--- src/rtl/dda_pkg.sv ---
// shared constants for the dda line rasterizer
package dda_pkg;

  localparam int COORD_BITS    = 10;
  localparam int FRAC_BITS_DEF = 16;

  localparam int IN_DATA_W  = ((4 * COORD_BITS + 7) / 8) * 8;
  localparam int OUT_DATA_W = ((2 * COORD_BITS + 7) / 8) * 8;

  localparam logic FUNC_START = 1'b0;
  localparam logic FUNC_STEP  = 1'b1;

endpackage

--- src/rtl/dda_line_rasterizer.sv ---
// dda line rasterizer top level: sequencer, accumulators and output register
//
// A start transfer (tuser = 0) carries two endpoints and returns the first pixel at once; for a
// line that is not a single point the block then holds s_tready low while the shared divider
// works out the minor-axis slope one quotient bit per cycle. A step transfer (tuser = 1)
// returns the next pixel, with tlast on the line's final endpoint; a step with no active line
// repeats the last pixel with m_tuser set. The output register lets a new transfer in while the
// previous result is taken.
module dda_line_rasterizer #(
  parameter int FRAC_BITS = dda_pkg::FRAC_BITS_DEF
) (
  input  logic                           clk,
  input  logic                           rst,
  input  logic                           s_tvalid,
  output logic                           s_tready,
  input  logic [dda_pkg::IN_DATA_W-1:0]  s_tdata,  // x_start, y_start, x_end, y_end
  input  logic                           s_tuser,  // func
  output logic                           m_tvalid,
  input  logic                           m_tready,
  output logic [dda_pkg::OUT_DATA_W-1:0] m_tdata,  // pixel_x, pixel_y, zero pad
  output logic                           m_tuser,  // no_line
  output logic                           m_tlast   // last_pixel
);
  import dda_pkg::*;

  localparam int C   = COORD_BITS;
  localparam int ACC = COORD_BITS + FRAC_BITS + 1;
  localparam logic [ACC-1:0] ONE  = ACC'(1) << FRAC_BITS;
  localparam logic [ACC-1:0] HALF = ACC'(1) << (FRAC_BITS - 1);

  typedef enum logic {IDLE, DIV} state_t;

  state_t         state;
  logic [ACC-1:0] x_accum, y_accum, x_increment, y_increment;
  logic [C-1:0]   steps_left;
  logic           line_active;
  logic           x_major, minor_neg;

  logic [C-1:0]   xs, ys, xe, ye;
  logic [C:0]     dx, dy;
  logic [C-1:0]   adx, ady;
  logic           take;
  logic           degen, xmaj;
  logic [ACC-1:0] x_accum_next, y_accum_next;
  logic [C-1:0]   steps_dec;
  logic [ACC-1:0] x_round, y_round;
  logic           last_next, none_next;

  logic           div_start, div_busy;
  logic [FRAC_BITS:0] quo;
  logic [ACC-1:0] minor_mag, minor_inc;

  assign xs = s_tdata[C-1:0];
  assign ys = s_tdata[2*C-1:C];
  assign xe = s_tdata[3*C-1:2*C];
  assign ye = s_tdata[4*C-1:3*C];

  assign s_tready = (state == IDLE) && (!m_tvalid || m_tready);
  assign take     = s_tvalid && s_tready;

  always_comb begin
    dx        = {1'b0, xe} - {1'b0, xs};
    dy        = {1'b0, ye} - {1'b0, ys};
    adx       = dx[C] ? C'(-dx) : dx[C-1:0];
    ady       = dy[C] ? C'(-dy) : dy[C-1:0];
    degen     = (adx == '0) && (ady == '0);
    xmaj      = (ady <= adx);
    div_start = take && (s_tuser == FUNC_START) && !degen;
    steps_dec = steps_left - 1'b1;
  end

  always_comb begin
    x_accum_next = x_accum;
    y_accum_next = y_accum;
    last_next    = 1'b0;
    none_next    = 1'b0;
    if (s_tuser == FUNC_START) begin
      x_accum_next = ACC'(xs) << FRAC_BITS;
      y_accum_next = ACC'(ys) << FRAC_BITS;
      last_next    = degen;
    end else if (line_active) begin
      x_accum_next = x_accum + x_increment;
      y_accum_next = y_accum + y_increment;
      last_next    = (steps_dec == '0);
    end else begin
      none_next = 1'b1;
    end
    x_round = x_accum_next + HALF;
    y_round = y_accum_next + HALF;
  end

  assign minor_mag = ACC'(quo);
  assign minor_inc = minor_neg ? -minor_mag : minor_mag;

  dda_divider #(
    .FRAC_BITS (FRAC_BITS)
  ) u_div (
    .clk   (clk),
    .rst   (rst),
    .start (div_start),
    .mag   (xmaj ? ady : adx),
    .den   (xmaj ? adx : ady),
    .busy  (div_busy),
    .quo   (quo)
  );

  always_ff @(posedge clk) begin
    if (rst) begin
      state       <= IDLE;
      x_accum     <= '0;
      y_accum     <= '0;
      x_increment <= '0;
      y_increment <= '0;
      steps_left  <= '0;
      line_active <= 1'b0;
      m_tvalid    <= 1'b0;
    end else begin
      if (take) begin
        m_tvalid <= 1'b1;
      end else if (m_tready) begin
        m_tvalid <= 1'b0;
      end
      case (state)
        IDLE: begin
          if (take) begin
            x_accum  <= x_accum_next;
            y_accum  <= y_accum_next;
            if (s_tuser == FUNC_START) begin
              steps_left  <= xmaj ? adx : ady;
              line_active <= !degen;
              if (degen) begin
                x_increment <= '0;
                y_increment <= '0;
              end else begin
                state <= DIV;
                if (xmaj) begin
                  x_increment <= dx[C] ? -ONE : ONE;
                end else begin
                  y_increment <= dy[C] ? -ONE : ONE;
                end
              end
            end else if (line_active) begin
              steps_left <= steps_dec;
              if (steps_dec == '0) begin
                line_active <= 1'b0;
              end
            end
          end
        end
        DIV: begin
          if (!div_busy) begin
            state <= IDLE;
            if (x_major) begin
              y_increment <= minor_inc;
            end else begin
              x_increment <= minor_inc;
            end
          end
        end
        default: state <= IDLE;
      endcase
    end
  end

  always_ff @(posedge clk) begin
    if (take) begin
      m_tdata <= OUT_DATA_W'({y_round[FRAC_BITS+C-1:FRAC_BITS],
                              x_round[FRAC_BITS+C-1:FRAC_BITS]});
      m_tlast <= last_next;
      m_tuser <= none_next;
      if (s_tuser == FUNC_START) begin
        x_major   <= xmaj;
        minor_neg <= xmaj ? dy[C] : dx[C];
      end
    end
  end

endmodule

--- src/rtl/dda_divider.sv ---
// restoring fixed-point divider, one quotient bit per cycle
module dda_divider #(
  parameter int FRAC_BITS = dda_pkg::FRAC_BITS_DEF
) (
  input  logic                           clk,
  input  logic                           rst,
  input  logic                           start,
  input  logic [dda_pkg::COORD_BITS-1:0] mag,
  input  logic [dda_pkg::COORD_BITS-1:0] den,
  output logic                           busy,
  output logic [FRAC_BITS:0]             quo
);
  import dda_pkg::*;

  localparam int CNT_W = $clog2(FRAC_BITS);

  logic [COORD_BITS-1:0] rem;
  logic [COORD_BITS-1:0] den_q;
  logic [CNT_W-1:0]      cnt;
  logic [COORD_BITS:0]   opa;
  logic [COORD_BITS:0]   opb;
  logic [COORD_BITS+1:0] diff;
  logic                  ge;

  // shared compare and subtract
  always_comb begin
    if (start) begin
      opa = {1'b0, mag};
      opb = {1'b0, den};
    end else begin
      opa = {rem, 1'b0};
      opb = {1'b0, den_q};
    end
    diff = {1'b0, opa} - {1'b0, opb};
    ge   = ~diff[COORD_BITS+1];
  end

  always_ff @(posedge clk) begin
    if (rst) begin
      busy <= 1'b0;
      cnt  <= '0;
    end else if (start) begin
      busy <= 1'b1;
      cnt  <= CNT_W'(FRAC_BITS - 1);
    end else if (busy) begin
      if (cnt == '0) begin
        busy <= 1'b0;
      end
      cnt <= cnt - 1'b1;
    end
  end

  always_ff @(posedge clk) begin
    if (start) begin
      den_q <= den;
      rem   <= ge ? diff[COORD_BITS-1:0] : opa[COORD_BITS-1:0];
      quo   <= {{FRAC_BITS{1'b0}}, ge};
    end else if (busy) begin
      rem <= ge ? diff[COORD_BITS-1:0] : opa[COORD_BITS-1:0];
      quo <= {quo[FRAC_BITS-1:0], ge};
    end
  end

endmodule

--- config.mk ---
export PLATFORM = sky130hd
export DESIGN_NAME = dda_line_rasterizer
export DESIGN_NICKNAME = d
export VERILOG_FILES = /design/src/rtl/dda_pkg.sv /design/src/rtl/dda_line_rasterizer.sv /design/src/rtl/dda_divider.sv
export SDC_FILE = /design/constraint.sdc
export NUM_CORES = 1
export LEC_CHECK = 0
export BUFFER_PORTS_ARGS = -buffer_cell sky130_fd_sc_hd__buf_4
export CAP_MARGIN = 10
export CORE_ASPECT_RATIO = 1.75
export CORE_MARGIN = 3
export CORE_UTILIZATION = 60
export DETAILED_ROUTE_END_ITERATION = 10
export HOLD_SLACK_MARGIN = 0.05
export PLACE_DENSITY = 0.79
export SYNTH_ARGS = -nofsm -noshare
export SYNTH_HDL_FRONTEND = slang
export SYNTH_SLANG_ARGS = --single-unit
--- constraint.sdc ---
create_clock -name clk -period 22.5 [get_ports clk]
set_clock_uncertainty 0.05 [all_clocks]
set_input_delay 2.25 -clock clk [delete_from_list [all_inputs] [get_ports clk]]
set_output_delay 2.25 -clock clk [all_outputs]
set_load 0.1 [all_outputs]
## Word-level counts from Yosys, hierarchy flattened

Cells that the tools add are included.

| word-level totals | value |
|---|---|
| flip-flop bits (word level) | 187 |
| bits of input ports | 45 |
| output and inout bits | 28 |
| logic and storage cells | 115 |

| cells by class | value |
|---|---|
| add/sub/neg operators | 12 |
| order comparisons | 1 |
| equal/unequal tests | 8 |
| mux-type cells | 53 |
| bitwise gates (word level) | 3 |
| reduce and logical (&&, ||, !) cells | 19 |

Operator list:

| operator | number |
|---|---|
| 27-bit two-way mux | 19 |
| 27-bit one-hot mux with 2 select lines | 2 |
| 10-bit two-way mux | 10 |
| 27-bit adder | 2 |
| 26-bit by 16-bit adder with 26-bit output, second input constant | 2 |
| 10-bit logical NOT | 3 |
| 17-bit negator with 27-bit output | 1 |
| 10-bit by 10-bit subtractor with 11-bit output | 2 |
| 10-bit negator | 2 |
| 1-bit two-way mux | 18 |
| 11-bit by 10-bit subtractor with 12-bit output | 1 |
| 11-bit two-way mux | 1 |
| 10-bit less-or-equal comparator | 1 |
| 5-bit AND reduction | 2 |
| 10-bit by 1-bit subtractor with 10-bit output, second input constant | 1 |
| 4-bit two-way mux | 2 |
| 2-bit inequality test, second input constant | 4 |
| 3-bit inequality test, second input constant | 2 |
| 1-bit logical AND | 5 |
| 4-bit logical NOT | 1 |
| 2-bit by 1-bit inequality test with 1-bit output, second input constant | 2 |
| 2-bit AND reduction | 2 |
| 2-bit nonzero test | 2 |
| 4-bit by 1-bit subtractor with 4-bit output, second input constant | 1 |
| 5 further kinds | 8 |

## Depth between registers and ports, before layout

Gate-level depths: netlist of run 1.

| logic depth | value |
|---|---|
| word-level depth | 12 |
| gate-level depth with buffers | 37 |
| gate-level depth less buffers | 34 |

## By module

A second synthesis of run 1 with hierarchy kept.

| unflattened totals | value |
|---|---|
| cell total of the unflattened synthesis | 1622 |
| area, all modules | 13536.7 um^2 |

Modules (own cells, without submodules):

| module | instances | cells an instance | area each (um^2) | seq. area each (um^2) |
|---|---|---|---|---|
| dda_line_rasterizer | 1 | 1431 | 11310.8 | 3062.9 |
| dda_divider | 1 | 191 | 2225.9 | 1051.0 |

## Worst setup path after synthesis of run 1

OpenSTA, ideal clock, no wires.

| timing path | value |
|---|---|
| path type | in2reg |
| start | input s_tdata[30] (netlist bit) |
| end | register u_div.rem[1], data pin |
| setup time | 157 ps |
| data arrival time | 8559 ps |
| required time | 22293 ps |
| slack | 13734 ps |
| cell stages on the path | 36 |
| path buffers | 4 |
| cell sequence | inv_1 ha_1 inv_1 fa_1 xnor2_1 nand3_1 mux2i_1 nand3_1 a2111oi_2 or3_1 and2_1 inv_1 ha_1 nand4_1 nor2_1 a21oi_1 o211ai_1 nand2_1 clkbuf_1 buf_1 nor2_1 a21oi_1 o21ai_0 ha_1 o21ai_0 a21oi_1 o21ai_1 a21oi_1 o21ai_1 a21oi_1 or2_2 buf_1 or4_1 clkbuf_1 and3b_1 nor3_1 |

| between the ends | value |
|---|---|
| elaborated cells between the ends (all ways) | 16 |
| those cells by class | add/sub (3); order compare (1); mux (8); reduce/logical (4) |

RTL lines:

| what | line | source |
|---|---|---|
| start, declared | dda_line_rasterizer.sv:16 | `input logic [dda_pkg::IN_DATA_W-1:0] s_tdata,` |
| 10-bit by 10-bit subtractor with 11-bit output * | dda_line_rasterizer.sv:63 | `dy = {1'b0, ye} - {1'b0, ys};` |
| 10-bit negator | dda_line_rasterizer.sv:65 | `ady = dy[C] ? C'(-dy) : dy[C-1:0];` |
| 10-bit two-way mux * | dda_line_rasterizer.sv:65 |  |
| 10-bit less-or-equal comparator * | dda_line_rasterizer.sv:67 | `xmaj = (ady <= adx);` |
| net xmaj | dda_line_rasterizer.sv:43 | `logic degen, xmaj;` |
| 10-bit two-way mux, on equally long branches | dda_line_rasterizer.sv:101, dda_line_rasterizer.sv:102 |  |
| 11-bit two-way mux or 10-bit two-way mux (tied branches) | dda_divider.sv:27 | `if (start) begin` |
| 11-bit by 10-bit subtractor with 12-bit output | dda_divider.sv:34 | `diff = {1'b0, opa} - {1'b0, opb};` |
| 10-bit two-way mux * | dda_divider.sv:56, dda_divider.sv:59 |  |
| 10-bit two-way mux | dda_divider.sv:58 | `end else if (busy) begin` |
| 10-bit two-way mux * | dda_divider.sv:54 | `if (start) begin` |
| end signal, assigned | dda_divider.sv:56 | `rem <= ge ? diff[COORD_BITS-1:0] : opa[COORD_BITS-1:0];` |
| end signal, assigned | dda_divider.sv:59 | `rem <= ge ? diff[COORD_BITS-1:0] : opa[COORD_BITS-1:0];` |
| end, declared | dda_divider.sv:17 | `logic [COORD_BITS-1:0] rem;` |

The timed path passes the listed nets; every way through them passes the cells marked *. The select of a mux whose other input is x is not followed.
A chain may end at the register's enable or synchronous reset.

## Worst setup path after layout of run 1

| timing path | value |
|---|---|
| start | input s_tdata[30] (netlist bit) |
| end | register u_div.rem[1], data pin |

| between the ends | value |
|---|---|
| longest elaborated chain between the ends | 12 |
| elaborated cells between the ends (all ways) | 16 |
| those cells by class | add/sub (3); order compare (1); mux (8); reduce/logical (4) |

Ends and longest elaborated chain:

| what | line |
|---|---|
| 10-bit by 10-bit subtractor with 11-bit output * | dda_line_rasterizer.sv:63 |
| 10-bit negator | dda_line_rasterizer.sv:65 |
| 10-bit two-way mux * | dda_line_rasterizer.sv:65 |
| parallel branches: the longest is 8 deep, another holds 11-bit by 10-bit subtractor with 12-bit output | - |
| 10-bit two-way mux * | dda_divider.sv:54 |

Every way passes the cells marked *. The select of a mux whose other input is x is not followed.

==> metrics.txt, run 1 <==
max-slew violation count=0; mux cell area share after synthesis=~3.6%; slew margin rel.=between 20 and 25%; Fillers=between 1500 and 2000; fraction of layout cells with a size suffix above 1=a little under a tenth; CTS Buf Count=17; Avg WL per Cell=approximately 19 um; Final WS setup=approximately 13 ns; first-pass GRT wire length=59610 um; final hold slack=between 0.4 and 0.5 ns; dpl hpwl=27650 um; die footprint=about 24000 um2; post-synthesis sequential area ratio=a little over 30%; Hold Buf Count CTS=0; Starting Density=between 60% and 70%; total track usage=between 30% and 40%; Post-CTS Setup Bufs=0; first drt pass iteration count=6; dominant cell type by area after synthesis=dfxtp_1; antenna violations before repair=0; FP Rows=71; Hold Fails Final Rpt=0; I/O pin count=between 70 and 80; max incr delay on CP=between 0.5 and 0.6 ns; CTS sink cnt=between 150 and 200; Core Region=~22000 um2; post-CTS resize count=0; largest net degree at the start of global routing=73; post-synth cell types=90; Vias/cell=~6.3; H-tree depth=4; Simple-Gate Fraction of Synth Area=between 20% and 30%; post-route ant nets=0; status=finished, final reports clean; WP data arrival=roughly 9.6 ns; most used cell, CP=a21oi_1; vias in the first global route=approximately 12000; Max Root-Sink Buffers=2; placed cells=1942; synthesis-stage register bit count=roughly 180; Final Cycle Share=a little over two fifths; worst skew pair latency=approximately 0.45 ns; Tmin final=approximately 9.4 ns; IO Port Bufs=around 70; largest family of logic cells by synthesized area=compound AO/OA/AOI/OAI gates; compound-cell area share of the yosys netlist=between 20% and 30%; Lkg Pwr=approximately 0.0063 uW; CP endpoint kind=flip-flop; pre-CTS setup slack=approximately 13 ns; Synth top area share=slightly above 20%; Final setup viols=0; Avg Cell Area, Syn=~8 um2; Area Overhead vs Synth=9.425%; drc violations=0; WL final=36800 um; via count=12360; number of nets in the layout=roughly 1800; Finished Layout Cells=1975; Die X=118.7 um; Post-Syn Area=between 10000 and 15000 um2; Max-Cap Viols=0; Worst IR Drop VDD=between 0.06 and 0.07 mV; worst slew pin tran=between 1 and 1.5 ns; Fin Setup TNS=0 ns; die height=between 200 and 250 um; worst-path maximum fanout=24; GRT overflow=0; Critical-path top delay cell=or4_1; XOR/XNOR share of the synthesized area=under 10%; utilization after layout=slightly below 70%; largest cells by area after synthesis=dfxtp_1, edfxtp_1, ha_1; ys flop type=dfxtp_1; Critical Path RT=approximately 23 ns; Async S/R FF share, synth=0%; critical path class=input port to flip-flop; Max Clk Rate=roughly 0.11 GHz; PwrDens=83.27 nW/um2; RSZ-0062 raised after global routing=false; gpl congestion=between 0.9 and 1; Syn. warnings=0; drt first-iter violations=between 800 and 900; CTS tree=done; Post-synth EDFFs=45; cells after synthesis=approximately 1600; Worst-path clk slew=~0.070 ns; Worst setup SP type=input port; Root Buffer=clkbuf_16; Post-Synth Adder-Cell Area=just under 10%; Hold Crit Class=flip-flop to flip-flop
-- cell families (layout without fill, tap and decap cells) --
group | count (synthesis) | after routing
AND/OR/NAND/NOR | 576 | 576
AO/OA/AOI/OAI | 480 | 480
flip-flops | 183 | 183
buffers and inverters | 149 | 189
adder cells (fa/ha/maj) | 103 | 103
XOR/XNOR | 100 | 100
multiplexers | 47 | 47
other | 1 | 5
-- critical path: cells and delay by family --
kind / cells / cell delay [ns]
adders and majority gates: 4 / 1.08
xor gates and xnor gates: 1 / 0.51
buffers and inverters: 5 / 0.60
and+or+nand+nor: 14 / 3.07
muxes: 1 / 0.29
AOI/OAI and AO/OA: 10 / 1.81
-- registers in the layout, indices dropped and copies added, names as in the netlist --
signal,cells
u_div.busy,1
u_div.cnt,4
line_active,1
minor_neg,1
m_tuser,1
u_div.den_q,10
state,1
m_tvalid,1
u_div.rem,10
y_increment,26
m_tdata,20
y_accum,26
u_div.quo,17
x_major,1
x_accum,26
x_increment,26
steps_left,10
m_tlast,1
-- placed cells by master, fill, tap and decap left out, drive strengths merged, types with 45 or more instances in the layout --
cell,count
nand3,47
nand2,188
a21oi,143
ha,98
xnor2,52
inv,77
nor2,162
o21ai,107
edfxtp,45
xor2,48
buf,83
dfxtp,138
-- cell usage after synthesis, drive strengths merged, types with 12 or more instances --
| library cell | count |
|---|---|
| nand2 | 188 |
| nor2 | 162 |
| a21oi | 143 |
| dfxtp | 138 |
| o21ai | 107 |
| ha | 98 |
| inv | 73 |
| xnor2 | 52 |
| xor2 | 48 |
| clkbuf | 47 |
| nand3 | 47 |
| edfxtp | 45 |
| a21o | 43 |
| mux2i | 42 |
| nor3 | 33 |
| buf | 28 |
| a211oi | 26 |
| a22oi | 25 |
| and3 | 25 |
| or3 | 19 |
| nand2b | 18 |
| nand4 | 14 |
| a31oi | 13 |
| and2 | 13 |
| o211ai | 13 |
| o21a | 13 |
| nor2b | 12 |
-- report_power, final --
part | leakage, uW | switching [uW] | internal (uW)
Clock | 0.000308 | 132 | 182
Sequential | 0.00155 | 25.1 | 384
Combinational | 0.00441 | 312 | 180
Total | 0.00627 | 469 | 747
-- final cells by class --
type | instances | area [um2] | share of cell area, %
Clock inverter | 8 | 76.32 | 0.5228
Multi-Input combinational cell | 1310 | 8596 | 58.88
Antenna cell | 1 | 2.502 | 0.01714
Timing Repair Buffer | 83 | 620.6 | 4.251
Sequential cell | 183 | 4114 | 28.18
Clock buffer | 24 | 546.8 | 3.745
Tap cell | 292 | 365.4 | 2.503
Inverter | 74 | 277.8 | 1.903
-- stage by stage --
| stage | power (uW) | instance area, um2 |
|---|---|---|
| 2_1_floorplan | 784.2 | 13350 |
| 3_3_place_gp | 889.2 | 13970 |
| 3_5_place_dp | 899.9 | 13970 |
| 4_1_cts | 1212 | 14600 |
| 5_1_grt | 1282 | 14600 |
| 6_report | 1216 | 14600 |
-- final timing paths --
kind,from,to,slack (ns),cells after the start
setup / recovery,s_tdata[30],u_div.rem[1],13.10,35
hold / removal,y_increment[5],y_increment[5],0.41,2
setup reg to reg,state,u_div.rem[1],16.50,19
hold reg to reg,y_increment[5],y_increment[5],0.41,2
-- metal layers --
layer / part of all wire [%] / GRT usage (%)
met5: 0 / 0
met4: 6.4 / 19.02
met3: 4.1 / 3.552
met2: 52 / 56.36
met1: 38 / 32.58
No activity file was read; power rests on OpenSTA's default activity.
==> run 2, diff against run 1 <==
==> constraint.sdc (replaced) <==
create_clock -name clk -period 9.4 [get_ports clk]
set_clock_uncertainty 0.05 [all_clocks]
set_input_delay 0.94 -clock clk [delete_from_list [all_inputs] [get_ports clk]]
set_output_delay 0.94 -clock clk [all_outputs]
set_load 0.1 [all_outputs]
==> run 2 against run 1 <==
Via count down 0.32%. Largest cell class unchanged. Largest power group unchanged. Cell count up 0.10%. Critical path depth decreased by 1. Power up 130%. Clock power increased by 110%.
==> metrics.txt, run 2 (synthesis gave the netlist of run 1 again) <==
Post-CTS Setup Bufs=0; critical hold path startpoint=y_increment[7]; critical path class=input port to flip-flop; antenna violations before repair=0; Starting Density=between 60% and 70%; Final Power=roughly 2800 uW; Root Buffer=clkbuf_16; total track usage=30.52%; Worst IR Drop VDD=~0.16 mV; via count=between 10000 and 15000; most frequent cells in the layout=nand2_1, nor2_1, a21oi_1, dfxtp_1, ha_1; Critical-path top delay cell=or4_1; Final Cycle Share=about 85%; Core Region=21680 um2; Die X=~120 um; WP data arrival=~8.2 ns; worst skew pair latency=0.44 ns; Max Clk Rate=around 0.13 GHz; setup slack, reg-to-reg=roughly 4.0 ns; CTS sink cnt=around 180; R2R cell count=22; Fillers=1900; Max-Cap Viols=0; r2r endpoint=u_div.rem[1]; max-slew violation count=0; I/O pin count=73; post-route ant nets=0; most common cell after layout, fill and taps aside=nand2_1; Avg WL per Cell=18.48 um; WL final=roughly 37000 um; H-tree depth=4; IO Port Bufs=68; slew margin rel.=26.16%; CTS tree=done; Max Root-Sink Buffers=2; PwrDens=around 190 nW/um2; CTS Buf Count=17; worst reg2reg startpoint=state; first drt pass iteration count=5; number of nets in the layout=~1800; largest net degree at the start of global routing=73; Hold Fails Final Rpt=0; Fin Setup TNS=0 ns; vias in the first global route=roughly 12000; Tmin final=between 7 and 8 ns; ANT cells=0; final hold slack=0.4051 ns; Hold Buf Count CTS=0; worst-path maximum fanout=22; status=finished, final reports clean; GRT overflow=0; FP Rows=71; Hold Crit Endpoint=y_increment[7]; die height=roughly 200 um; drc violations=0; post-CTS resize count=0; Worst setup SP type=input port; Hold Path Stages=2; dpl hpwl=about 27000 um; most used cell, CP=a21oi_1; Worst-path clk slew=roughly 0.070 ns; CP endpoint kind=flip-flop; RSZ-0062 raised after global routing=false; max incr delay on CP=approximately 0.59 ns; worst slew pin tran=approximately 1.1 ns; Hold Crit Class=flip-flop to flip-flop; Lkg Pwr=between 0.006 and 0.007 uW; Final setup viols=0; drt first-iter violations=813; Vias/cell=around 6.2; die footprint=approximately 24000 um2; fraction of layout cells with a size suffix above 1=under 10%; gpl congestion=0.9485; first-pass GRT wire length=around 60000 um; Area Overhead vs Synth=9.078%; Critical Path RT=slightly below 10 ns
[run 2: cell types whose count changed in the layout (fill, tap and decap cells not counted), moves of 2 or more]
cell | before | now
clkbuf_16 | 21 | 17
buf_4 | 82 | 85
clkbuf_8 | 1 | 3
clkinv_4 | 0 | 2
inv_4 | 1 | 3
[run 2: stage by stage]
stage	utilization [%]	cell area [um2]	setup slack, ns	std cells
after floorplan	-	13350	1.944	1642
after global placement	64.51	13980	1.419	1944
after detailed placement	64.51	13980	1.037	1944
after CTS	67.01	14530	1.463	1976
after global routing	67.14	14550	0.7104	1977
final	67.14	14550	1.400	1977
[run 2: final cells by class]
| cell class | instances | area (um2) | share of cell area (%) |
|---|---|---|---|
| inverters | 74 | 277.8 | 1.909 |
| repair buffers | 86 | 665.6 | 4.574 |
| multi-input cells | 1310 | 8588 | 59.01 |
| clock inverters | 9 | 63.81 | 0.4385 |
| clock buffers | 23 | 478.0 | 3.284 |
| well taps | 292 | 365.4 | 2.511 |
| flip-flops and latches | 183 | 4114 | 28.27 |
[run 2: how the worst max path moves through the flow]
stage | cells past startpoint | from | end | slack [ns]
detailed placement | 33 | s_tdata[30] | u_div.rem[1] | 1.04
CTS | 34 | s_tdata[30] | u_div.rem[1] | 1.46
global placement | 34 | s_tdata[30] | u_div.rem[1] | 1.42
floorplan | 36 | s_tdata[30] | u_div.rem[1] | 1.94
finish | 34 | s_tdata[30] | u_div.rem[1] | 1.40
global route | 34 | s_tdata[30] | u_div.rem[1] | 0.71
[run 2: critical path: cells and delay by family]
kind | cells | cell delay, ns
xor gates and xnor gates | 1 | 0.50
and+or+nand+nor | 14 | 3.17
adders and majority gates | 4 | 1.07
muxes | 1 | 0.31
AOI/OAI and AO/OA | 10 | 1.95
buffers and inverters | 4 | 0.25
[run 2: power breakdown]
| part | switching (uW) | internal, uW |
|---|---|---|
| Combinational | 732 | 436 |
| Clock | 313 | 362 |
| Sequential | 60.4 | 919 |
| Total | 1100 | 1720 |
[run 2: routing by layer]
metal | part of all wire (%) | track usage, % | vias up | wire length [um]
met2 | 51 | 54.40 | 389 | 18520
met4 | 7.5 | 22.54 | 0 | 2758
met3 | 4.4 | 4.911 | 154 | 1603
li1 | - | - | 5987 | -
met5 | 0 | 0 | - | 0
met1 | 37 | 32.06 | 5792 | 13660
==> run 3, diff against run 2 <==
--- a/config.mk
+++ b/config.mk
@@ -9,10 +9,9 @@
 export CAP_MARGIN = 10
 export CORE_ASPECT_RATIO = 1.75
 export CORE_MARGIN = 3
-export CORE_UTILIZATION = 60
+export CORE_UTILIZATION = 44
 export DETAILED_ROUTE_END_ITERATION = 10
 export HOLD_SLACK_MARGIN = 0.05
-export PLACE_DENSITY = 0.79
 export SYNTH_ARGS = -nofsm -noshare
 export SYNTH_HDL_FRONTEND = slang
 export SYNTH_SLANG_ARGS = --single-unit
==> run 3 against run 2 <==
Maximum frequency grew 2.4%. Global-route usage is 6.1 points lower. Register-to-register slack better by 0.13 ns. Critical path depth grew 1. Worst hold slack worse by 0.0010 ns. Combinational power hardly changed. Sequential power about the same. Clock power increased by 5.3%. Power increased by 2.2%. Non-clock buffer count increased by 4. Cell count grew 4.8%. Sequential share of layout area is 0.30 points lower. Critical path type unchanged.
==> metrics.txt, run 3 (synthesis gave the netlist of run 1 again) <==
setup slack, reg-to-reg=slightly above 4 ns; post-route ant nets=0; Hold Fails Final Rpt=0; slew margin rel.=roughly 22%; Multi-input gate area=approximately 8600 um2; gpl congestion=a little over 0.9; Max Clk Rate=between 0.1 and 0.15 GHz; fraction of layout cells with a size suffix above 1=9.888%; first drt pass iteration count=7; total track usage=between 20% and 30%; vias in the first global route=around 12000; worst skew pair latency=about 0.44 ns; Worst IR Drop VDD=0.1671 mV; Final setup viols=0; Fillers=2954; Critical-path top delay cell=or4_1; CTS Buf Count=17; Hold Crit Class=flip-flop to flip-flop; WL final=between 30000 and 40000 um; die height=approximately 240 um; max incr delay on CP=0.57 ns; worst reg2reg startpoint=state; status=finished, final reports clean; Root Buffer=clkbuf_16; Fin Setup TNS=0 ns; via count=roughly 12000; most frequent cells in the layout=nand2_1, nor2_1, a21oi_1, dfxtp_1, ha_1; die footprint=between 30000 and 40000 um2; Max-Cap Viols=0; largest net degree at the start of global routing=56; dpl hpwl=about 30000 um; Area Overhead vs Synth=10.25%; Hold Buf Count CTS=0; post-CTS resize count=0; Die X=~140 um; PwrDens=approximately 200 nW/um2; RSZ-0062 raised after global routing=false; Core Region=between 20000 and 30000 um2; Starting Density=between 40% and 50%; Worst setup SP type=input port; most common cell after layout, fill and taps aside=nand2_1; Max Root-Sink Buffers=2; ANT cells=0; H-tree depth=4; worst slew pin tran=~1.2 ns; WP data arrival=about 8.1 ns; Lkg Pwr=roughly 0.0063 uW; Avg WL per Cell=19.01 um; most used cell, CP=a21oi_1; IO Port Bufs=68; number of nets in the layout=around 1800; GRT overflow=0; critical path class=input port to flip-flop; CP startpoint=s_tdata[30]; drc violations=0; Critical Path RT=approximately 9.6 ns; Final Cycle Share=83.14%; placed instance area=around 14000 um2; worst-path maximum fanout=23; CP endpoint kind=flip-flop; first-pass GRT wire length=around 62000 um; FP Rows=83; FF/Latch Area=4114 um2; R2R cell count=19; crit path capture=u_div.rem[1]; max-slew violation count=0; Worst-path clk slew=around 0.08 ns; antenna violations before repair=0; design area=approximately 15000 um2; I/O pin count=73; Tmin final=7.815 ns; drt first-iter violations=roughly 660; Post-CTS Setup Bufs=0; CTS tree=done; r2r endpoint=u_div.rem[1]; CTS sink cnt=~180; Vias/cell=approximately 6
## run 3: changes by cell type in the layout (fill, tap and decap cells not counted), moves of 2 or more
cell	change
nor2_1	-2
clkinvlp_4	+2
buf_4	+5
clkbuf_8	-3
nor2_2	+2
inv_4	-3
clkinv_4	+2
inv_6	+3
clkbuf_1	-3
## run 3: critical path, delay by kind of cell
| family | cells | cell delay [ns] |
|---|---|---|
| buffers and inverters | 5 | 0.61 |
| and+or+nand+nor | 14 | 2.81 |
| xor gates and xnor gates | 1 | 0.53 |
| adders and majority gates | 4 | 1.02 |
| muxes | 2 | 0.53 |
| AOI/OAI and AO/OA | 9 | 1.58 |
## run 3: through the flow
step | std cells | hold WS [ns] | worst slack (ns) | power, uW | util [%]
after floorplan | 1642 | 0.3821 | 1.944 | 1877 | -
after global placement | 2039 | 0.3925 | 1.422 | 2173 | 47.77
after detailed placement | 2039 | 0.3964 | 1.172 | 2184 | 47.77
after CTS | 2071 | 0.4061 | 1.650 | 2901 | 49.70
after global routing | 2071 | 0.4290 | 0.7338 | 3061 | 49.70
final | 2071 | 0.4041 | 1.585 | 2884 | 49.70
## run 3: worst min path at each step
| stage | cells after the start | slack (ns) | endpoint | from |
|---|---|---|---|---|
| after CTS | 2 | 0.41 | y_increment[3] | y_increment[3] |
| final | 2 | 0.40 | y_increment[3] | y_increment[3] |
| after global placement | 2 | 0.39 | x_accum[0] | x_accum[0] |
| after global routing | 2 | 0.43 | y_increment[8] | y_increment[8] |
| after detailed placement | 2 | 0.40 | y_increment[3] | y_increment[3] |
| after floorplan | 2 | 0.38 | x_increment[2] | x_increment[2] |
## run 3: report_power, final
part / internal (uW) / total (uW) / leakage (uW) / switching, uW
combinational: 439 / 1200 / 0.00444 / 757
clock: 371 / 711 / 0.000273 / 340
sequential: 918 / 977 / 0.00155 / 58.5
## run 3: area by class of cell
| type | count | area share, % |
|---|---|---|
| Clock buffer | 17 | 2.892 |
| Clock inverter | 15 | 0.9867 |
| Inverter | 74 | 1.888 |
| Multi-Input combinational cell | 1310 | 58.42 |
| Sequential cell | 183 | 27.97 |
| Tap cell | 382 | 3.249 |
| Timing Repair Buffer | 90 | 4.593 |
## run 3: metal layers
metal  up-vias  GRT usage, %  wire [um]
met4         0         11.77       1792
met2       250         45.69      21380
met1      5752         26.38      15100
li1       5990             -          -
met5         -             0          0
met3        80         2.860       1090
